$ cat config.mk
export PLATFORM = sky130hd
export DESIGN_NAME = usg_sine_lane
export DESIGN_NICKNAME = d
export VERILOG_FILES = /design/src/rtl/core/usg_pkg.sv /design/src/rtl/core/usg_sine_lane.sv
export SDC_FILE = /design/constraint.sdc
export NUM_CORES = 2
export LEC_CHECK = 0
export BUFFER_PORTS_ARGS = -buffer_cell sky130_fd_sc_hd__buf_2
export CAP_MARGIN = 30
export CORE_MARGIN = 3
export CORE_UTILIZATION = 45
export DETAILED_ROUTE_END_ITERATION = 7
export PLACE_DENSITY = 0.61
export SLEW_MARGIN = 0
export SYNTH_ARGS = -nofsm -noshare
export SYNTH_HDL_FRONTEND = slang
export SYNTH_SLANG_ARGS = --single-unit
$ cat constraint.sdc
create_clock -name clk -period 9.7 [get_ports clk]
set_input_delay 0.97 -clock clk [delete_from_list [all_inputs] [get_ports clk]]
set_output_delay 0.97 -clock clk [all_outputs]
set_load 0.005 [all_outputs]
$ cat src/rtl/core/usg_pkg.sv
// Types, constants and helper functions shared by the sphere mesh generator.
`default_nettype none

package usg_pkg;

	// Configuration register indexes.
	localparam logic [1:0] REG_RADIUS   = 2'd0;
	localparam logic [1:0] REG_RINGS    = 2'd1;
	localparam logic [1:0] REG_SEGMENTS = 2'd2;

	// Request command codes.
	localparam logic CMD_VERTEX   = 1'b0;
	localparam logic CMD_TRIANGLE = 1'b1;

	localparam logic [6:0] MAX_RINGS    = 7'd64;
	localparam logic [6:0] MAX_SEGMENTS = 7'd64;

	// Quarter-wave sine polynomial coefficients, Q15.
	localparam logic [15:0] SIN_A   = 16'd51472;
	localparam logic [14:0] SIN_B   = 15'd21024;
	localparam logic [11:0] SIN_C   = 12'd2320;
	localparam logic [14:0] QUARTER = 15'd16384;
	localparam logic [14:0] SIN_MAX = 15'd32767;

	// Request information that bypasses the trigonometry pipeline.
	typedef struct packed {
		logic               ok;
		logic               trig;
		logic signed [16:0] pole_y;
		logic [12:0]        ia;
		logic [12:0]        ib;
		logic [12:0]        ic;
	} side_t;

	typedef struct packed {
		logic [6:0] rem;
		logic [3:0] bits;
	} div_res_t;

	// Four steps of restoring long division of a fraction rem/den (rem < den).
	function automatic div_res_t div_step4(input logic [6:0] rem_in, input logic [6:0] den);
		logic [7:0] r2;
		logic [6:0] rem;
		div_res_t   res;
		rem = rem_in;
		res.bits = '0;
		for (int i = 3; i >= 0; i--) begin
			r2 = {rem, 1'b0};
			if (r2 >= {1'b0, den}) begin
				res.bits[i] = 1'b1;
				r2 = r2 - {1'b0, den};
			end
			rem = r2[6:0];
		end
		res.rem = rem;
		return res;
	endfunction

endpackage

`default_nettype wire

$ cat src/rtl/core/usg_sine_lane.sv
// Four-stage fixed-point sine of a 16-bit phase, result in signed Q1.15.
`default_nettype none

module usg_sine_lane import usg_pkg::*; (
	input  wire logic        clk,
	input  wire logic [3:0]  en,
	input  wire logic [15:0] phase,
	output logic signed [15:0] sine
);

	logic [14:0] x;
	logic [29:0] sq;
	logic [26:0] cz;
	logic [29:0] tz;
	logic [30:0] tx;
	logic [16:0] mag;
	logic [14:0] sat;

	logic [14:0] x_s6, z2_s6, x_s7, z2_s7, x_s8;
	logic        neg_s6, neg_s7, neg_s8;
	logic [14:0] tb_s7;
	logic [15:0] ta_s8;
	logic signed [15:0] sine_s9;

	always_comb begin
		x   = phase[14] ? (QUARTER - {1'b0, phase[13:0]}) : {1'b0, phase[13:0]};
		sq  = 30'(x) * 30'(x);
		cz  = 27'(SIN_C) * 27'(z2_s6);
		tz  = 30'(tb_s7) * 30'(z2_s7);
		tx  = 31'(ta_s8) * 31'(x_s8);
		mag = tx[30:14];
		sat = (mag > 17'(SIN_MAX)) ? SIN_MAX : mag[14:0];
	end

	always_ff @(posedge clk) begin
		if (en[0]) begin
			x_s6   <= x;
			z2_s6  <= sq[28:14];
			neg_s6 <= phase[15];
		end
		if (en[1]) begin
			x_s7   <= x_s6;
			z2_s7  <= z2_s6;
			neg_s7 <= neg_s6;
			tb_s7  <= SIN_B - {2'b0, cz[26:14]};
		end
		if (en[2]) begin
			x_s8   <= x_s7;
			neg_s8 <= neg_s7;
			ta_s8  <= SIN_A - tz[29:14];
		end
		if (en[3]) begin
			sine_s9 <= neg_s8 ? -$signed({1'b0, sat}) : $signed({1'b0, sat});
		end
	end

	assign sine = sine_s9;

endmodule

`default_nettype wire

**Yosys cells after proc, flatten, opt, wreduce, memory -nomap -nowiden**

Index checks and enable logic that the tools add are counted.

- Muxes and demuxes: 3
- $add $sub $neg: 4
- Multipliers: 4
- Order comparisons: 1

Operators with widths:

| operator | count |
|---|---|
| $mux W15 | 3 |
| $mul A16 B15 Y31 | 1 |
| $mul A15 B15 Y30 | 1 |
| $mul A15 B15 Y29 | 1 |
| $mul A8 B15 Y23 const A | 1 |
| $gt A17 B15 Y1 const B | 1 |
| $neg A15 Y16 | 1 |
| $sub A16 B16 Y16 const A | 1 |
| $sub A15 B13 Y15 const A | 1 |
| $sub A15 B14 Y15 const A | 1 |

- Input bits: 21
- Logic and storage cells: 24
- Flip-flop bits (word level): 125

**Logic depth before layout (Yosys ltp)**

- Word-level depth: 5
- Mapped depth: 33

**Worst setup path before layout**

OpenSTA, ideal clock, no wires.

- Path kind: input-to-reg
- Start: in phase[0]
- End: reg z2_s6[7] (data pin)
- Buffers on the path: 1
- Slack: 1239 ps
- Arrival: 8202 ps
- Cell stages on the path: 30
- Required time: 9441 ps
- Setup time: 259 ps
- Cells stage by stage: clkbuf_1 inv_1 ha_1 nand2_1 or3_1 or2_2 o41ai_1 xor2_1 inv_1 nand2_1 inv_1 fa_1 inv_1 fa_1 inv_1 fa_1 inv_1 fa_1 fa_1 fa_1 inv_1 ha_1 nand2_1 nor4b_1 o31ai_1 a21boi_0 nor2_1 o21ai_0 o21ai_0 o31a_1

- Word-level cells in the longest chain between the ends: 3

RTL lines:

| what | line | text |
|---|---|---|
| from (decl) | usg_sine_lane.sv:7 | `input wire logic [15:0] phase,` |
| $sub A15 B14 Y15 | usg_sine_lane.sv:26 | `x = phase[14] ? (QUARTER - {1'b0, phase[13:0]}) : {1'b0, phase[13:0]};` |
| $mux W15 | usg_sine_lane.sv:26 |  |
| named net x[10] | usg_sine_lane.sv:11 | `logic [14:0] x;` |
| $mul A15 B15 Y29 | usg_sine_lane.sv:27 | `sq = 30'(x) * 30'(x);` |
| named net sq[21] | usg_sine_lane.sv:12 | `logic [29:0] sq;` |
| to (signal assigned) | usg_sine_lane.sv:38 | `z2_s6 <= sq[28:14];` |
| to (decl) | usg_sine_lane.sv:19 | `logic [14:0] x_s6, z2_s6, x_s7, z2_s7, x_s8;` |

The timed path passes the listed nets, and every way through them passes these cells.
A chain may end at the register's enable or synchronous reset.

**Worst setup path after layout**

- Start: in phase[0]
- End: reg z2_s6[8] (data pin)

The elaborated chain is that of the path after synthesis.

==> metrics.csv <==
metric;value;unit
syn_area;26600;um^2
yosys_warnings;0;
cts-root-buf;clkbuf_16;
drive_gt1_share;3.84;%
detail-route-antenna-nets;0;
num_rows;88;
cts_resized;0;
mostFrequentLayoutCells;614 x inv_1, 489 x fa_1, 343 x nand2_1;
drc;0;
final_cell_area;28100;um^2
crit_slowest_cell;nor4b_1;
grt_setup_unrepaired;no;
antenna_found_initial;2;
first_pass_iters;5;
dp_hpwl;47200;um
drv_cap;0;
critPathMaxFanout;12;
vias;18500;
htree_levels;4;
cts_buffers;17;
drtIter0Drc;990;
routabilityCongestion;0.875;
arrival;8.97;ns
tns;0;ns
dpl-instance-area;27600;um^2
critPathKind;input port to register;
async_reset_ff_share;0;%
fin_util;48.4;%
grt.total_usage;19.7;%
cts_hold_buffers;0;
finalHoldViolCount;0;
fin_skew;0.0165;ns
cts_sinks;125;
cts_setup_buffers;0;
initial_utilization;45.8;%
end_kind;register;
final_common_cell;inv_1;
cts_buffer_depth;2;
ios;37;
fin_nets;3603;
final_cells;3553;
ys_ff_latch;125;
critPathTopFamily;adder cells;
synth_ff_type;edfxtp_1;
slew_headroom;40.7;%
dp.cells;3519;
syn2layout_area_growth;5.59;%
outcome;finished clean;
gr-total-overflow;0;
vias_per_cell;5.19;
core;58100;um^2
setup_violations;0;
cts_tree;built;
grt_pass1_wl;99300;um
grt_pass1_vias;20200;
grt_max_degree;47;
crit_required;9.97;ns
ys_types;79;
synth_edf_count;125;
clock_latency;0.45;ns
worstHoldPathType;register to register;
ys_seq_area_share;14.1;%
path_buf_inv;7;
clkSlewWorstSetupHoldPaths;0.06;ns
slew_violations;0;
place.port_buffers;36;
die_h;249;um
dieArea;62100;um^2
syn_inst;2783;
fin_crit;8.70;ns
cp-start-kind;input port;
avgSynthCellArea;9.57;um^2
cpPeakStageDelay;0.60;ns
wl_per_cell;16.3;um
routed_wl;57900;um
max_freq;115;MHz
die_w;249;um
finalCritPeriodShare;89.7;%
worst_pin_slew;0.890;ns
layer usage:
layer | vias up | share of wire (%) | global-route usage (%)
met5 | - | 0.016 | 0
li1 | 8573 | - | -
met1 | 9352 | 43 | 24.9
met3 | 116 | 4.2 | 3.37
met4 | 2 | 2.6 | 6.03
met2 | 412 | 50 | 34.4
final cells by class:
cell class	count	area, um^2
tap	765	957
inverter	619	2320
multi-input combinational	1963	20300
fill	5515	30000
sequential	125	3750
antenna	1	2.50
clock buffer	19	433
clock inverter	13	100
timing repair buffer	48	283
kinds of logic (layout without fill, tap and decap cells):
group	after synthesis	after routing	share of synthesized area (%)
compound gates	226	226	5.83
fa+ha+maj	808	808	51.7
other cells	2	11	0.0282
mux	9	9	0.348
simple gates	818	818	15.0
flops	125	125	14.1
buf+inv	703	699	9.91
xor+xnor	92	92	3.03
path summary, 6_finish.rpt:
| path | startpoint | to | slack (ns) | depth (start not counted) |
|---|---|---|---|---|
| worst max-delay path | phase[0] | z2_s6[8]$_DFFE_PP_ | 1.0 | 30 |
| worst min-delay path | x_s7[8]$_DFFE_PP_ | x_s8[8]$_DFFE_PP_ | 0.42 | 0 |
| worst max register to register | x_s8[9]$_DFFE_PP_ | sine[12]$_DFFE_PP_ | 1.64 | 26 |
| worst min register to register | x_s7[8]$_DFFE_PP_ | x_s8[8]$_DFFE_PP_ | 0.42 | 0 |
synthesized netlist by cell type (all sizes together) (6+ instances only):
cell | n | share of area, %
o21ai | 41 | 0.77
a21oi | 56 | 1.1
and3 | 8 | 0.19
nor3 | 26 | 0.49
xnor2 | 54 | 1.8
o21a | 12 | 0.34
fa | 489 | 37
or2 | 11 | 0.26
nand2 | 343 | 4.8
a211oi | 11 | 0.33
nand4 | 8 | 0.19
xor2 | 38 | 1.2
o31ai | 6 | 0.17
nor2b | 8 | 0.19
inv | 614 | 8.7
nand2b | 9 | 0.21
mux2i | 7 | 0.26
a21o | 25 | 0.71
edfxtp | 125 | 14
o21bai | 6 | 0.17
nor2 | 115 | 1.6
and2 | 242 | 5.7
a211o | 6 | 0.20
clkbuf | 81 | 1.1
or3 | 9 | 0.23
nand3 | 13 | 0.26
ha | 319 | 15
through the flow:
stage	worst slack (ns)	hold WS (ns)
4_1_cts	1.10	0.419
3_5_place_dp	0.643	0.405
5_1_grt	0.455	0.424
6_report	1.00	0.420
2_1_floorplan	1.24	0.400
3_3_place_gp	0.833	0.402
state kept, by name, summed over array words and instances (netlist names), 15 cells and up:
signal  cells
sine       16
ta_s8      16
tb_s7      15
x_s6       15
x_s7       15
x_s8       15
z2_s6      15
z2_s7      15
Power is left out: the tool's default activity adds up to more than one toggle a clock period on the data nets, which glitch-free logic cannot reach.
