$ cat src/rtl/core/usg_pkg.sv
// Types, constants and helper functions shared by the sphere mesh generator.
`default_nettype none

package usg_pkg;

	// Configuration register indexes.
	localparam logic [1:0] REG_RADIUS   = 2'd0;
	localparam logic [1:0] REG_RINGS    = 2'd1;
	localparam logic [1:0] REG_SEGMENTS = 2'd2;

	// Request command codes.
	localparam logic CMD_VERTEX   = 1'b0;
	localparam logic CMD_TRIANGLE = 1'b1;

	localparam logic [6:0] MAX_RINGS    = 7'd64;
	localparam logic [6:0] MAX_SEGMENTS = 7'd64;

	// Quarter-wave sine polynomial coefficients, Q15.
	localparam logic [15:0] SIN_A   = 16'd51472;
	localparam logic [14:0] SIN_B   = 15'd21024;
	localparam logic [11:0] SIN_C   = 12'd2320;
	localparam logic [14:0] QUARTER = 15'd16384;
	localparam logic [14:0] SIN_MAX = 15'd32767;

	// Request information that bypasses the trigonometry pipeline.
	typedef struct packed {
		logic               ok;
		logic               trig;
		logic signed [16:0] pole_y;
		logic [12:0]        ia;
		logic [12:0]        ib;
		logic [12:0]        ic;
	} side_t;

	typedef struct packed {
		logic [6:0] rem;
		logic [3:0] bits;
	} div_res_t;

	// Four steps of restoring long division of a fraction rem/den (rem < den).
	function automatic div_res_t div_step4(input logic [6:0] rem_in, input logic [6:0] den);
		logic [7:0] r2;
		logic [6:0] rem;
		div_res_t   res;
		rem = rem_in;
		res.bits = '0;
		for (int i = 3; i >= 0; i--) begin
			r2 = {rem, 1'b0};
			if (r2 >= {1'b0, den}) begin
				res.bits[i] = 1'b1;
				r2 = r2 - {1'b0, den};
			end
			rem = r2[6:0];
		end
		res.rem = rem;
		return res;
	endfunction

endpackage

`default_nettype wire

$ cat src/rtl/core/usg_decode.sv
// Request decode stage: range checks, buffer indices and divider operands.
`default_nettype none

module usg_decode import usg_pkg::*; (
	input  wire logic        clk,
	input  wire logic        en,
	input  wire logic        command,
	input  wire logic [6:0]  ring,
	input  wire logic [6:0]  column,
	input  wire logic        half,
	input  wire logic [15:0] radius,
	input  wire logic [6:0]  ring_count,
	input  wire logic [6:0]  segment_count,
	output side_t            side_s1,
	output logic [6:0]       num1_s1,
	output logic [6:0]       den1_s1,
	output logic [6:0]       num2_s1,
	output logic [6:0]       den2_s1
);

	logic        cfg_ok;
	logic [7:0]  rc1;
	logic [7:0]  sc1;
	logic [12:0] total;
	logic [6:0]  ring_m1;
	logic [12:0] cur;
	logic [12:0] nxt;
	side_t       side;

	always_comb begin
		cfg_ok  = (ring_count != 7'd0) && (ring_count <= MAX_RINGS) &&
			(segment_count != 7'd0) && (segment_count <= MAX_SEGMENTS);
		rc1     = {1'b0, ring_count} + 8'd1;
		sc1     = {1'b0, segment_count} + 8'd1;
		total   = 13'(sc1) * 13'(ring_count) + 13'd2;
		ring_m1 = ring - 7'd1;
		cur     = 13'(column) + 13'(ring_m1) * 13'(sc1) + 13'd1;
		nxt     = cur + 13'(sc1);

		side = '0;
		if (cfg_ok) begin
			if (command == CMD_VERTEX) begin
				if (ring == 7'd0 && column == 7'd0) begin
					side.ok     = 1'b1;
					side.pole_y = $signed({1'b0, radius});
				end else if ({1'b0, ring} == rc1 && column == 7'd0) begin
					side.ok     = 1'b1;
					side.pole_y = -$signed({1'b0, radius});
					side.ia     = total - 13'd1;
				end else if (ring != 7'd0 && ring <= ring_count && column <= segment_count) begin
					side.ok   = 1'b1;
					side.trig = 1'b1;
					side.ia   = cur;
				end
			end else if (column < segment_count) begin
				if (ring == 7'd0 && !half) begin
					side.ok = 1'b1;
					side.ia = 13'(column) + 13'd2;
					side.ib = 13'(column) + 13'd1;
				end else if (ring == ring_count && !half) begin
					side.ok = 1'b1;
					side.ia = total - 13'd1;
					side.ib = total - 13'(column) - 13'd3;
					side.ic = total - 13'(column) - 13'd2;
				end else if (ring != 7'd0 && ring < ring_count) begin
					side.ok = 1'b1;
					side.ia = cur;
					if (!half) begin
						side.ib = cur + 13'd1;
						side.ic = nxt + 13'd1;
					end else begin
						side.ib = nxt + 13'd1;
						side.ic = nxt;
					end
				end
			end
		end
	end

	always_ff @(posedge clk) begin
		if (en) begin
			side_s1 <= side;
			num1_s1 <= ring;
			den1_s1 <= rc1[6:0];
			num2_s1 <= (column == segment_count) ? 7'd0 : column;
			den2_s1 <= segment_count;
		end
	end

endmodule

`default_nettype wire

$ cat config.mk
export PLATFORM = sky130hd
export DESIGN_NAME = usg_decode
export DESIGN_NICKNAME = d
export VERILOG_FILES = /design/src/rtl/core/usg_pkg.sv /design/src/rtl/core/usg_decode.sv
export SDC_FILE = /design/constraint.sdc
export NUM_CORES = 1
export LEC_CHECK = 0
export BUFFER_PORTS_ARGS = -buffer_cell sky130_fd_sc_hd__buf_2
export CORE_MARGIN = 3
export CORE_UTILIZATION = 51
export DETAILED_ROUTE_END_ITERATION = 7
export PLACE_DENSITY = 0.71
export SYNTH_ARGS = -nofsm -noshare
export SYNTH_HDL_FRONTEND = slang
export SYNTH_SLANG_ARGS = --single-unit
$ cat constraint.sdc
create_clock -name clk -period 9.1 [get_ports clk]
set_clock_uncertainty 0.1 [all_clocks]
set_input_delay 0.455 -clock clk [delete_from_list [all_inputs] [get_ports clk]]
set_output_delay 0.455 -clock clk [all_outputs]
set_load 0.01 [all_outputs]
# == After elaboration in Yosys (flattened, before gate mapping) ==
# Index checks and enable logic that the tools add are counted.
# op_classes
add_sub_neg,16
multipliers,2
order_cmp,6
n_eq_ne,3
muxes,20
bitwise,4
reduce_logical,21
# ops
cell,count
39-bit 2-to-1 mux,3
13-bit 2-to-1 mux,5
26-bit 2-to-1 mux,2
13-bit by 1-bit adder with 13-bit output (second input constant),3
16-bit 2-to-1 mux,2
13-bit by 2-bit subtractor with 13-bit output (second input constant),2
7-bit by 1-bit adder with 8-bit output (second input constant),3
7-bit nonzero test,3
16-bit negator with 17-bit output,1
7-bit equality test,2
7-bit less-or-equal comparator,2
7-bit less-or-equal comparator (second input constant),2
7-bit zero test,2
7-bit less-than comparator,2
13-bit by 2-bit adder with 13-bit output (second input constant),1
13-bit by 8-bit adder with 13-bit output,1
7-bit by 13-bit adder with 13-bit output,1
7-bit by 8-bit multiplier with 13-bit output,1
8-bit by 7-bit multiplier with 13-bit output,1
13-bit by 1-bit subtractor with 13-bit output (second input constant),1
13-bit by 7-bit subtractor with 13-bit output,1
4-bit OR reduction,3
1-bit logical AND,10
7-bit by 2-bit adder with 8-bit output (second input constant),1
other kinds (8),17
# word_totals
reg_bits,86
inputBits,48
out_inout_bits,86
word_cells,83

# == Logic depth before layout (Yosys ltp) ==
# depth
ltp_word,12
ltp_mapped,28
mapped_depth_nobuf,27

# == Worst setup path before layout ==
# OpenSTA, ideal clock, no wires.
# synth_path
path_kind,input-to-reg
from,in ring[0]
to,reg side_s1[25] (netlist bit) (data pin)
arrival_ns,7.062
required_ns,8.737
setup_slack_ns,1.674
cell_stages,25
path_cell_list,inv_1 ha_1 or3b_2 or4_1 nand2_1 nand2_1 fa_1 fa_1 inv_1 fa_1 inv_1 fa_1 inv_1 ha_1 buf_2 xnor2_1 ha_1 or2_2 a21o_1 nand3_1 xor2_1 nor3_1 a311o_2 a31oi_1 o22ai_1
# synth_via
elab_chain_cells,10
elab_cells_between_ends,18
classes_between,add/sub: 6; mul: 1; order compare: 1; eq/ne: 1; mux: 4; reduce/logical: 5
# synth_rtl
item,line,rtl
from (decl),usg_decode.sv:8,"input wire logic [6:0] ring,"
7-bit by 1-bit subtractor with 7-bit output,usg_decode.sv:36,ring_m1 = ring - 7'd1;
7-bit by 8-bit multiplier with 13-bit output,usg_decode.sv:37,cur = 13'(column) + 13'(ring_m1) * 13'(sc1) + 13'd1;
7-bit by 13-bit adder with 13-bit output,usg_decode.sv:37,
13-bit by 1-bit adder with 13-bit output,usg_decode.sv:37,
13-bit by 8-bit adder with 13-bit output,usg_decode.sv:38,nxt = cur + 13'(sc1);
13-bit by 1-bit adder with 13-bit output,usg_decode.sv:72,side.ib = nxt + 13'd1;
26-bit 2-to-1 mux,usg_decode.sv:68,if (!half) begin
39-bit 2-to-1 mux,usg_decode.sv:65,end else if (ring != 7'd0 && ring < ring_count) begin
39-bit 2-to-1 mux,usg_decode.sv:60,end else if (ring == ring_count && !half) begin
26-bit 2-to-1 mux *,usg_decode.sv:56,if (ring == 7'd0 && !half) begin
to (signal assigned),usg_decode.sv:82,side_s1 <= side;
to (decl),usg_decode.sv:14,"output side_t side_s1,"
# Every way passes the cells marked *; elsewhere a longest branch is shown, timed or not.
# A chain may end at the register's enable or synchronous reset.

# == Worst setup path after layout ==
# Same ends and word-level chain as after synthesis.

==> metrics.md <==
| Metric | Value |
|---|---|
| Status | `complete, no violations` |
| Routed vias/inst | `5.891` |
| Avg WL per Cell | `18.92 um` |
| First-pass GRT wire length | `about 48,000 um` |
| Largest net degree at the start of global routing | `62` |
| Initial antenna violation count | `0` |
| Setup_tns | `0 ns` |
| GRT Residual Overflow | `0` |
| Input/output buffers | `133` |
| Die W | `151.5 um` |
| Gate Count Post-Synth | `1,208` |
| CTS resizes | `0` |
| Period utilisation layout | `0.8898` |
| Seq/Total Area, Yosys | `0.2392` |
| Drt pass-1 iters | `5` |
| Post-route DRC | `0` |
| Arrival time worst endpoint | `around 8 ns` |
| F_max | `123.5 MHz` |
| Clk buf depth | `2` |
| Max H-tree Level | `3` |
| Ys flop type | `edfxtp_1` |
| Placed cell count | `1,585` |
| Post-synth top cells | `139 x inv_1, 111 x nand2_1, 111 x nor2_1` |
| Die Area | `22,950 um2` |
| Share of layout cells above drive strength 1 | `0.1488` |
| Crit-path max FO | `12` |
| Slew @ Worst Pin | `1.081 ns` |
| Post-CTS Setup Repair Bufs | `0` |
| Synth top area cells | `edfxtp_1 24%, fa_1 12%, ha_1 11%` |
| Post-DP HPWL | `24,020 um` |
| Clock slew at reported path FFs | `0.07 ns` |
| Area share of the largest cell type after synthesis | `0.2392` |
| Post-synthesis register bit count | `86` |
| Pwr Density | `360.8 nW/um2` |
| Initial Utilization | `0.5268` |
| Post-synthesis cell type count | `87` |
| Final hold vios | `0` |
| Rows | `52` |
| RSZ-0062 raised after global routing | `false` |
| Async SR Flop Fraction | `0` |
| Iteration-0 DRC Markers | `between 800 and 900` |
| CTS tree | `built` |
| Post-route ant nets | `0` |
| Slew HR | `0.2740` |
| Setup violators final | `0` |
| Setup CP Type | `in2reg` |
| Vias in the first global route | `8,978` |
| Number of I/O pins | `134` |
| Setup Slack @ Placement | `0.7069 ns` |
| Max cap viols | `0` |
| ANT cells | `0` |
| All-Layer GR Usage | `0.2676` |
| Final WS setup | `1.003 ns` |
| Total power | `4.326 mW` |
| Die Y-Extent | `151.5 um` |
| TritonCTS buffer count | `9` |
| Most frequent cell after synthesis | `inv_1` |
| Final net count | `1,539` |
| Max Slew Vio Count | `0` |
| Via count | `9,432` |
| HP Class | `in2reg` |
| Syn nets | `around 1,400` |
| Syn Std Cell Area | `10,800 um2` |
| Static leakage | `approximately 5.2 nW` |
| Post-synth EDFFs | `86` |
| Non-filler cells, final | `1,601` |
| Core ar. | `20,490 um2` |
| Setup crit end kind | `register` |
| Routability cong. | `0.9575` |
| Area grow syn2layout | `11.07%` |
| Cell taking the most area after synthesis | `edfxtp_1` |
| IR drop worst, VDD | `242.3 uV` |
| Final hold slack | `0.2596 ns` |
| Avg Inst Size Synth | `8.938 um2` |
| Yosys Warn Count | `0` |
| Root Driver | `clkbuf_16` |
| Hold Buf Count CTS | `0` |
| Minimum clock period | `8.097 ns` |
| Final wirelength | `30,290 um` |
| Clk sink count | `86` |
| CP Launch Type | `primary input` |
| CP required | `9.10 ns` |
-- cells by family (layout without fill, tap and decap cells) --
logic type	Yosys count	count (layout)	share of synthesized area
AO/OA/AOI/OAI	221	221	0.1435
XOR/XNOR	135	135	0.1169
adder cells (fa/ha/maj)	165	165	0.2378
buffers and inverters	178	301	0.06490
flip-flops	86	86	0.2392
AND/OR/NAND/NOR	423	423	0.1977
-- worst max-delay path: stages --
cell and delay (ns):
buf_2 0.16, inv_1 0.18, ha_1 0.25, or3b_2 0.50, or4_1 0.40, buf_4 0.20, nand2_1 0.21, nand2_1 0.13
fa_1 0.54, fa_1 0.55, inv_1 0.05, fa_1 0.53, inv_1 0.06, fa_1 0.53, inv_1 0.04, ha_1 0.39
xnor2_1 0.52, ha_1 0.36, or2_2 0.30, a21o_1 0.19, nand3_1 0.21, xor2_1 0.46, nor3_1 0.17, a311o_2 0.42
a31oi_1 0.20, o22ai_1 0.10
-- metrics by stage --
step / utilization / cell area [um2]
global route: 0.5851 / 11990
detailed placement: 0.5717 / 11720
CTS: 0.5851 / 11990
floorplan: - / 10800
global placement: 0.5717 / 11720
finish: 0.5851 / 11990
-- cell type report --
class	instances	area (um2)
Clock buffer	9	225.2
Clock inverter	7	48.80
Fill cell	1840	8503
Inverter	140	525.5
Multi-Input combinational cell	944	7513
Sequential cell	86	2582
Tap cell	270	337.8
Timing Repair Buffer	145	758.2
-- path summary, 6_finish.rpt --
path	startpoint	end	slack [ns]	cells past startpoint
max	ring[0]	side_s1[25]	1.00	26
min	segment_count[1]	den2_s1[1]	0.26	1
-- placed cells by master, fill, tap and decap left out, types with 4 or more instances in the layout --
cell	count
and2_1	29
buf_4	13
edfxtp_1	86
o22ai_1	9
o31a_1	5
o221ai_1	5
o31ai_1	7
buf_2	132
or2_2	4
nand3_1	34
xnor2_2	4
inv_1	139
ha_1	98
o21a_1	12
and3_1	9
nor4_1	14
a21oi_1	45
o21bai_1	5
o211ai_1	11
fa_1	67
o21ai_0	37
a211oi_1	13
nor2b_1	13
a31oi_1	4
nand2b_1	13
a22oi_1	15
and4_1	4
or3_1	7
xor2_1	41
nand2_1	111
a31o_2	4
nor3_1	29
nor2_1	111
nor4b_1	4
nand4_1	13
xnor2_1	86
a21o_1	10
clkbuf_16	9
-- power by group --
| part | total (mW) | internal, mW | switching [mW] |
|---|---|---|---|
| Clock | 0.361 | 0.186 | 0.176 |
| Sequential | 0.490 | 0.481 | 0.00881 |
| Combinational | 3.47 | 1.35 | 2.13 |
| Total | 4.33 | 2.02 | 2.31 |
-- flip-flops by register name, indices dropped and copies added (netlist names) --
register	count
side_s1	58
num1_s1	7
num2_s1	7
den1_s1	7
den2_s1	7
-- metal layers --
layer	vias to the layer above	wire length, um	global-route usage
met3	51	2448	0.03212
met5	-	0	0
met1	4533	13240	0.3861
met2	398	13950	0.4319
li1	4450	-	-
met4	0	656	0.06514
No activity file was read; power rests on OpenSTA's default activity.
