### src/rtl/core/usg_pkg.sv
// Types, constants and helper functions shared by the sphere mesh generator.
`default_nettype none

package usg_pkg;

	// Configuration register indexes.
	localparam logic [1:0] REG_RADIUS   = 2'd0;
	localparam logic [1:0] REG_RINGS    = 2'd1;
	localparam logic [1:0] REG_SEGMENTS = 2'd2;

	// Request command codes.
	localparam logic CMD_VERTEX   = 1'b0;
	localparam logic CMD_TRIANGLE = 1'b1;

	localparam logic [6:0] MAX_RINGS    = 7'd64;
	localparam logic [6:0] MAX_SEGMENTS = 7'd64;

	// Quarter-wave sine polynomial coefficients, Q15.
	localparam logic [15:0] SIN_A   = 16'd51472;
	localparam logic [14:0] SIN_B   = 15'd21024;
	localparam logic [11:0] SIN_C   = 12'd2320;
	localparam logic [14:0] QUARTER = 15'd16384;
	localparam logic [14:0] SIN_MAX = 15'd32767;

	// Request information that bypasses the trigonometry pipeline.
	typedef struct packed {
		logic               ok;
		logic               trig;
		logic signed [16:0] pole_y;
		logic [12:0]        ia;
		logic [12:0]        ib;
		logic [12:0]        ic;
	} side_t;

	typedef struct packed {
		logic [6:0] rem;
		logic [3:0] bits;
	} div_res_t;

	// Four steps of restoring long division of a fraction rem/den (rem < den).
	function automatic div_res_t div_step4(input logic [6:0] rem_in, input logic [6:0] den);
		logic [7:0] r2;
		logic [6:0] rem;
		div_res_t   res;
		rem = rem_in;
		res.bits = '0;
		for (int i = 3; i >= 0; i--) begin
			r2 = {rem, 1'b0};
			if (r2 >= {1'b0, den}) begin
				res.bits[i] = 1'b1;
				r2 = r2 - {1'b0, den};
			end
			rem = r2[6:0];
		end
		res.rem = rem;
		return res;
	endfunction

endpackage

`default_nettype wire

### src/rtl/core/usg_div_lane.sv
// Pipelined fraction divider: floor(num * 65536 / den) for num < den.
`default_nettype none

module usg_div_lane import usg_pkg::*; (
	input  wire logic        clk,
	input  wire logic [3:0]  en,
	input  wire logic [6:0]  num,
	input  wire logic [6:0]  den,
	output logic [15:0]      quo
);

	logic [6:0]  rem_s2, rem_s3, rem_s4;
	logic [6:0]  den_s2, den_s3, den_s4;
	logic [3:0]  quo_s2;
	logic [7:0]  quo_s3;
	logic [11:0] quo_s4;
	logic [15:0] quo_s5;
	div_res_t    d2, d3, d4, d5;

	always_comb begin
		d2 = div_step4(num, den);
		d3 = div_step4(rem_s2, den_s2);
		d4 = div_step4(rem_s3, den_s3);
		d5 = div_step4(rem_s4, den_s4);
	end

	always_ff @(posedge clk) begin
		if (en[0]) begin
			rem_s2 <= d2.rem;
			den_s2 <= den;
			quo_s2 <= d2.bits;
		end
		if (en[1]) begin
			rem_s3 <= d3.rem;
			den_s3 <= den_s2;
			quo_s3 <= {quo_s2, d3.bits};
		end
		if (en[2]) begin
			rem_s4 <= d4.rem;
			den_s4 <= den_s3;
			quo_s4 <= {quo_s3, d4.bits};
		end
		if (en[3]) begin
			quo_s5 <= {quo_s4, d5.bits};
		end
	end

	assign quo = quo_s5;

endmodule

`default_nettype wire

### config.mk
export PLATFORM = sky130hd
export DESIGN_NAME = usg_div_lane
export DESIGN_NICKNAME = d
export VERILOG_FILES = /design/src/rtl/core/usg_pkg.sv /design/src/rtl/core/usg_div_lane.sv
export SDC_FILE = /design/constraint.sdc
export NUM_CORES = 1
export LEC_CHECK = 0
export ABC_AREA = 1
export BUFFER_PORTS_ARGS = -buffer_cell sky130_fd_sc_hd__buf_2
export CORE_ASPECT_RATIO = 0.6
export CORE_MARGIN = 2
export CORE_UTILIZATION = 50
export DETAILED_ROUTE_END_ITERATION = 8
export GPL_TIMING_DRIVEN = 0
export PLACE_DENSITY = 0.71
export RECOVER_POWER = 25
export SYNTH_ARGS = -nofsm -noshare
export SYNTH_HDL_FRONTEND = slang
export SYNTH_SLANG_ARGS = --single-unit
### constraint.sdc
create_clock -name clk -period 8.4 [get_ports clk]
set_input_delay 1.26 -clock clk [delete_from_list [all_inputs] [get_ports clk]]
set_output_delay 1.26 -clock clk [all_outputs]
set_load 0.01 [all_outputs]
; Word-level counts from Yosys, hierarchy flattened
; Index checks and enable logic that the tools add are counted.
[totals]
reg_bits = 82
inputBits = 19
output_inout_bits = 16
elab_cells = 75
[classes]
add_sub_neg = 15
magnitude_cmp = 16
mux = 31
[ops]
columns = cell, n
row1 = 8-bit by 7-bit greater-or-equal comparator with 1-bit output, 16
row2 = 7-bit two-way mux, 15
row3 = 7-bit subtractor, 15
row4 = 1-bit two-way mux, 16

; Logic depth before layout (Yosys ltp)
; Gate-level depths: netlist (run 1).
[logic_depth]
word_depth = 8
mapped_depth = 47
depth_no_buf = 44

; Worst setup path before layout (run 1)
; No wires, ideal clock.
[synth_timing]
path_kind = input to register
start = input port den[3]
end = register rem_s2[2], data pin
setup_time_ns = 0.252
arrival_time_ns = 6.011
t_required_ns = 8.148
slack_ns = 2.136
path_stages = 36
n_path_buf = 1
cell_sequence = inv_1 ha_1 nand2_1 nand2_1 nor2_2 nand2_1 nand2_2 nand2_4 nor2_1 a21oi_2 ha_1 a21oi_1 o21bai_1 a21oi_2 inv_2 nor2_8 o21ai_0 ha_1 a21oi_1 o21ai_1 nand2_1 nand3b_1 a21oi_2 nand3_4 buf_12 nor2_2 a21oi_2 ha_1 a21oi_1 nand2_1 a21oi_1 o21bai_1 a21oi_1 nand3_2 nand2_1 nand2_1
[synth_lines]
columns = element, line_no
row1 = from (decl), usg_div_lane.sv:8  ; input wire logic [6:0] den,
row2 = to (signal assigned), usg_div_lane.sv:29  ; rem_s2 <= d2.rem;
row3 = to (decl), usg_div_lane.sv:12  ; logic [6:0] rem_s2, rem_s3, rem_s4;

==> results.md, run 1 <==
- Status: finished, final reports clean
- Slew HR: between 50% and 60%
- Max Root-Sink Buffers: 2
- Post-Syn Area per Cell: between 7 and 8 sq um
- Mapped Cells: 1016
- Seq/Total Area, Yosys: a little under a third
- Final setup vio count: 0
- Antenna Nets Post-Route: 0
- PortBufs: 34
- DR top layer: met4
- Largest net degree at the start of global routing: 27
- F_max: 135 MHz
- Max capacitance violation total: 0
- I/O pin cnt: 35
- Die height: 103 microns
- Yosys top cell by area: edfxtp_1
- Die width: 168 microns
- Synth area leaders: edfxtp_1 (30%), ha_1 (15%), nand2_1 (13%), inv_1 (5.4%), xor2_1 (4.9%)
- Placeable Area: about 16000 sq um
- Cts repair resizes: 0
- CP Launch Type: input pin
- Area after DPL: 8550 sq um
- First-pass GRT wire length: 30600 microns
- Routed met1 length: roughly 10000 microns
- Yosys warning count: 0
- Share of cells above drive strength 1: between 10% and 20%
- Starting Density: about half
- Vias in the first global route: 6133
- Crit share post-route: between 80% and 90%
- GP Congestion: ~0.85
- Crit-path max cell delay: 350 ps
- # fillers: around 1500
- Kind of critical path: in2reg
- Initial antenna violation count: 0
- Die Area: 17300 sq um
- Total track usage: ~22%
- Crit-path max FO: 10
- Post-CTS Setup Bufs: 0
- Met3 wire len: between 1000 and 1500 microns
- DP HPWL: ~14000 microns
- Top-count cell post-synth: nand2_1
- Final Routed Wirelength: around 18000 microns
- CP arrival: around 7500 ps
- DRC violations left: 0
- # rows: 36
- Post-synth ARST share: 0%
- Crit-path most repeated cell: nand2_1
- Final count of hold timing violations: 0
- Root Buffer: clkbuf_16
- Pre-Repair DR Iteration Count: 5
- Worst path required time: roughly 8500 ps
- RSZ-0062 raised after global routing: false
- Area Overhead vs Synth: 9.25%
- Setup TNS: 0 ps
- DR WL/cell: between 10 and 15 microns
- Top post-synthesis cells by count: nand2_1 (290), inv_1 (117), ha_1 (99)
- Max Slew Vio Count: 0
- TritonCTS Buffers: 9
- Initial DRC count: around 450
- Tmin final: approximately 7400 ps
- CP endpoint kind: flop
- Met2 Wirelength: 6840 microns
- Top_reg_cell synth: edfxtp_1
- Final Skew: 9.46 ps
- TritonCTS clock tree: yes
- Critical-path top delay cell: ha_1
- Remaining Overflow, GRT: 0
- Vias: between 6000 and 7000
- Min-delay worst type: reg2reg
- ANT cells: 0
- H-tree depth: 3
- Vias per inst: approximately 5.2
- Post-CTS Hold Fix Bufs: 0
- Post-synth EDFFs: 82
- Post-Synthesis Cell Area: about 8100 sq um
- Final #Nets: 1183
- Clock latency on the worst-skew pair: ~340 ps
- Top cell type's share of synthesized area: between 30% and 40%
- Synth Net Count: between 1000 and 1500
- #FFs+latches synth: 82
- Final instance area: 8870 sq um
- Clock sinks: slightly above 80
- Distinct cells, synth: 47
- Clock slew at reported path FFs: about 60 ps
- Worst Max-Slew Pin Slew: around 650 ps
critical path: cells and delay by family:
kind | cells | cell delay [ps]
adders and majority gates | 5 | 1580
AOI/OAI and AO/OA | 13 | 2180
and+or+nand+nor | 15 | 1770
buffers and inverters | 4 | 680
routing by layer:
metal  vias up  GRT usage [%]
li1       3486              -
met1      2961           34.8
met2       183           32.4
met3        13           3.38
met4         0           4.05
met5         -              0
worst paths after layout:
| kind | cells after the start | start | slack [ps] | to |
|---|---|---|---|---|
| worst max register to register | 40 | den_s2[1]$_DFFE_PP_ | 1830 | rem_s3[5]$_DFFE_PP_ |
| worst min-delay path | 0 | quo_s3[2]$_DFFE_PP_ | 410 | quo_s4[6]$_DFFE_PP_ |
| worst max-delay path | 37 | den[1] | 1020 | rem_s2[6]$_DFFE_PP_ |
| worst min register to register | 0 | quo_s3[2]$_DFFE_PP_ | 410 | quo_s4[6]$_DFFE_PP_ |
logic make-up (layout without fill, tap and decap cells):
group / Yosys count / in the layout / share of synthesized area, %
adder cells (fa/ha/maj): 103 / 103 / 16.2
buffers and inverters: 139 / 189 / 7.37
flip-flops: 82 / 82 / 30.3
AO/OA/AOI/OAI: 132 / 132 / 9.82
XOR/XNOR: 70 / 70 / 7.55
AND/OR/NAND/NOR: 490 / 490 / 28.7
sequential cells by signal (all words and copies together) (netlist names):
signal,flops
quo_s2,4
rem_s2,7
den_s4,7
quo_s3,8
quo,16
quo_s4,12
den_s3,7
den_s2,7
rem_s4,7
rem_s3,7
per-stage QoR:
step	util (%)	cells	setup slack, ps	hold WS, ps
after floorplan	-	1016	2140	400
after global placement	53.3	1259	976	401
after detailed placement	53.3	1259	900	405
after CTS	55.3	1275	1240	418
after global routing	55.3	1275	459	419
final	55.3	1275	1020	415
cell usage in the layout, fill, tap and decap left out, types with 2 or more instances in the layout:
| cell type | synthesis | final |
|---|---|---|
| a21oi_4 | 2 | 2 |
| nor2_8 | 2 | 2 |
| buf_2 | 1 | 30 |
| fa_1 | 4 | 4 |
| o21ai_0 | 21 | 21 |
| o21ai_1 | 9 | 9 |
| ha_1 | 99 | 99 |
| a21oi_1 | 62 | 62 |
| nor2_4 | 7 | 7 |
| inv_2 | 8 | 8 |
| o21bai_1 | 4 | 4 |
| a31oi_1 | 8 | 8 |
| nor3_1 | 4 | 4 |
| bufinv_16 | 0 | 2 |
| edfxtp_1 | 82 | 82 |
| a21o_1 | 6 | 6 |
| inv_1 | 117 | 117 |
| clkbuf_1 | 0 | 5 |
| nand3_4 | 2 | 2 |
| nor2_1 | 45 | 45 |
| nand3_1 | 70 | 70 |
| nand3b_1 | 8 | 8 |
| clkbuf_16 | 0 | 9 |
| o21ai_2 | 3 | 3 |
| o21a_1 | 4 | 4 |
| buf_4 | 4 | 4 |
| xnor2_1 | 25 | 25 |
| a21oi_2 | 10 | 10 |
| xor2_1 | 45 | 45 |
| inv_6 | 1 | 3 |
| nand3_2 | 11 | 11 |
| nor2_2 | 9 | 9 |
| nand2_1 | 290 | 290 |
| nand2_2 | 15 | 15 |
| nand2_4 | 5 | 5 |
| buf_6 | 5 | 5 |
| or2_1 | 4 | 4 |
| clkinvlp_4 | 0 | 3 |
| nand4_1 | 12 | 12 |
final cells by class:
class                           instances  area, sq um  area share (%)
Sequential cell                        82         2460            27.8
Tap cell                              209          262            2.95
Multi-Input combinational cell        795         5060            57.0
Timing Repair Buffer                   34          164            1.85
Inverter                              127          482            5.43
Buffer                                 12          116            1.31
Clock inverter                          7          100            1.13
Clock buffer                            9          225            2.54
Power of run 1 is left out: the tool's default activity adds up to more than one toggle a clock period on the data nets, which glitch-free logic cannot reach.
==> run 2: changes to the inputs <==
- clock period: 8.4 -> 7.25 ns (I/O delays scaled with it)
==> run 2 against run 1 <==
  * Hold slack better by 0.60 ps
  * Final area up 0.96%
  * Non-clock buffer count is 4 higher
  * Via count grew 1.2%
  * Clock skew hardly changed
  * Utilization grew 0.53 points
  * Critical endpoint is now rem_s2[5]$_DFFE_PP_
  * Highest routed layer unchanged
==> results.md, run 2 (same netlist as run 1, synthesis figures left out) <==
- DP HPWL: 14400 microns
- RSZ-0062 raised after global routing: false
- CP arrival: 7040 ps
- Final Skew: 9.65 ps
- Worst path required time: between 7000 and 8000 ps
- Clock slew at reported path FFs: around 60 ps
- Slew HR: between 50% and 60%
- DR WL/cell: roughly 14 microns
- Starting Density: between 50 and 60%
- PortBufs: 34
- Critical-path top delay cell: o21ai_0
- Vias: 6726
- Number of standard cells in the final layout excluding fillers: 1279
- # rows: 36
- Final count of hold timing violations: 0
- Worst path buffer plus inverter count: 3
- Vias per inst: roughly 5.3
- Setup TNS: 0 ps
- Antenna Nets Post-Route: 0
- Commonest non-fill, non-tap cells in the layout: nand2_1 (290), inv_1 (116), ha_1 (96)
- Share of cells above drive strength 1: between 10% and 20%
- Root Buffer: clkbuf_16
- Clock sinks: 82
- Crit-path most repeated cell: nand2_1
- Placeable Area: 16000 sq um
- Pre-Repair DR Iteration Count: 5
- Kind of critical path: in2reg
- TritonCTS Buffers: 9
- CP Launch Type: input pin
- Total track usage: roughly 22%
- Register area: roughly 2500 sq um
- Max capacitance violation total: 0
- Area Overhead vs Synth: 10.3%
- F_max: around 150 MHz
- Min-delay worst type: reg2reg
- ANT cells: 0
- GP Congestion: around 0.85
- Die height: 103 microns
- First-pass GRT wire length: between 30000 and 40000 microns
- Final Routed Wirelength: around 18000 microns
- Placed cell count: around 1300
- Status: finished, final reports clean
- Initial antenna violation count: 0
- Worst Max-Slew Pin Slew: 654 ps
- Die Area: 17300 sq um
- Crit-path max FO: 10
- Max Root-Sink Buffers: 2
- Max FFs per register: 16
- Final setup vio count: 0
- Remaining Overflow, GRT: 0
- # fillers: between 1000 and 1500
- Clock latency on the worst-skew pair: 340 ps
- Cell family with most CP delay: compound AO/OA/AOI/OAI gates
- H-tree depth: 3
- Die width: 168 microns
- Max Slew Vio Count: 0
- Crit-path max cell delay: ~420 ps
- Setup slack at placement: -77.1 ps
- Initial DRC count: between 400 and 500
- Final #Nets: around 1200
- TritonCTS clock tree: yes
- Multi-input logic area: 5110 sq um
- DRC violations left: 0
- Largest net degree at the start of global routing: 27
- Most common cell after layout, fill and taps aside: nand2_1
- Util after Layout: 55.8%
- Reg2Reg Setup Slack: 760 ps
- Worst setup margin: 423 ps
- Vias in the first global route: between 6000 and 7000
- CP endpoint kind: flop
- Tmin final: between 6000 and 7000 ps
- I/O pin cnt: 35
- Crit share post-route: a little over nine tenths
run 2: final cells by class:
class / count / area share (%)
sequential: 82 / 27.5
tap: 209 / 2.92
timing repair buffer: 38 / 2.19
inverter: 127 / 5.38
multi-input combinational: 795 / 57.1
buffer: 12 / 1.30
clock inverter: 7 / 1.12
clock buffer: 9 / 2.52
run 2: what timing repair did:
action | in CTS | in global routing
hold buffers | 0 | 0
buffers inserted | 0 | 4
hold endpoints to repair | 0 | 0
endpoints found under the setup margin | 0 | 8
resized for setup | 0 | 11
run 2: stage by stage:
| step | hold slack, ps | cell area [sq um] |
|---|---|---|
| after floorplan | 400 | 8120 |
| after global placement | 401 | 8550 |
| after detailed placement | 405 | 8550 |
| after CTS | 418 | 8870 |
| after global routing | 419 | 8950 |
| final | 415 | 8950 |
run 2: worst register-to-register path, delay by kind of cell (launching register included):
kind,cells,cell delay [ps]
buffers and inverters,4,610
AND/OR/NAND/NOR,22,2350
flip-flops,1,450
AO/OA/AOI/OAI,9,1380
adder cells (fa/ha/maj),5,1470
run 2: metal layers:
metal	up-vias	global-route usage (%)	part of all wire [%]
met5	-	0	0
met4	0	4.05	0.78
met3	14	3.38	5.8
met2	188	32.4	38
li1	3496	-	-
met1	3028	34.8	55
run 2: worst paths after layout:
kind	startpoint	endpoint	cells after the start
min	quo_s3[2]$_DFFE_PP_	quo_s4[6]$_DFFE_PP_	0
min reg2reg	quo_s3[2]$_DFFE_PP_	quo_s4[6]$_DFFE_PP_	0
max	den[5]	rem_s2[5]$_DFFE_PP_	34
max reg2reg	den_s2[1]$_DFFE_PP_	rem_s3[5]$_DFFE_PP_	40
Power of run 2 is left out for the same reason.
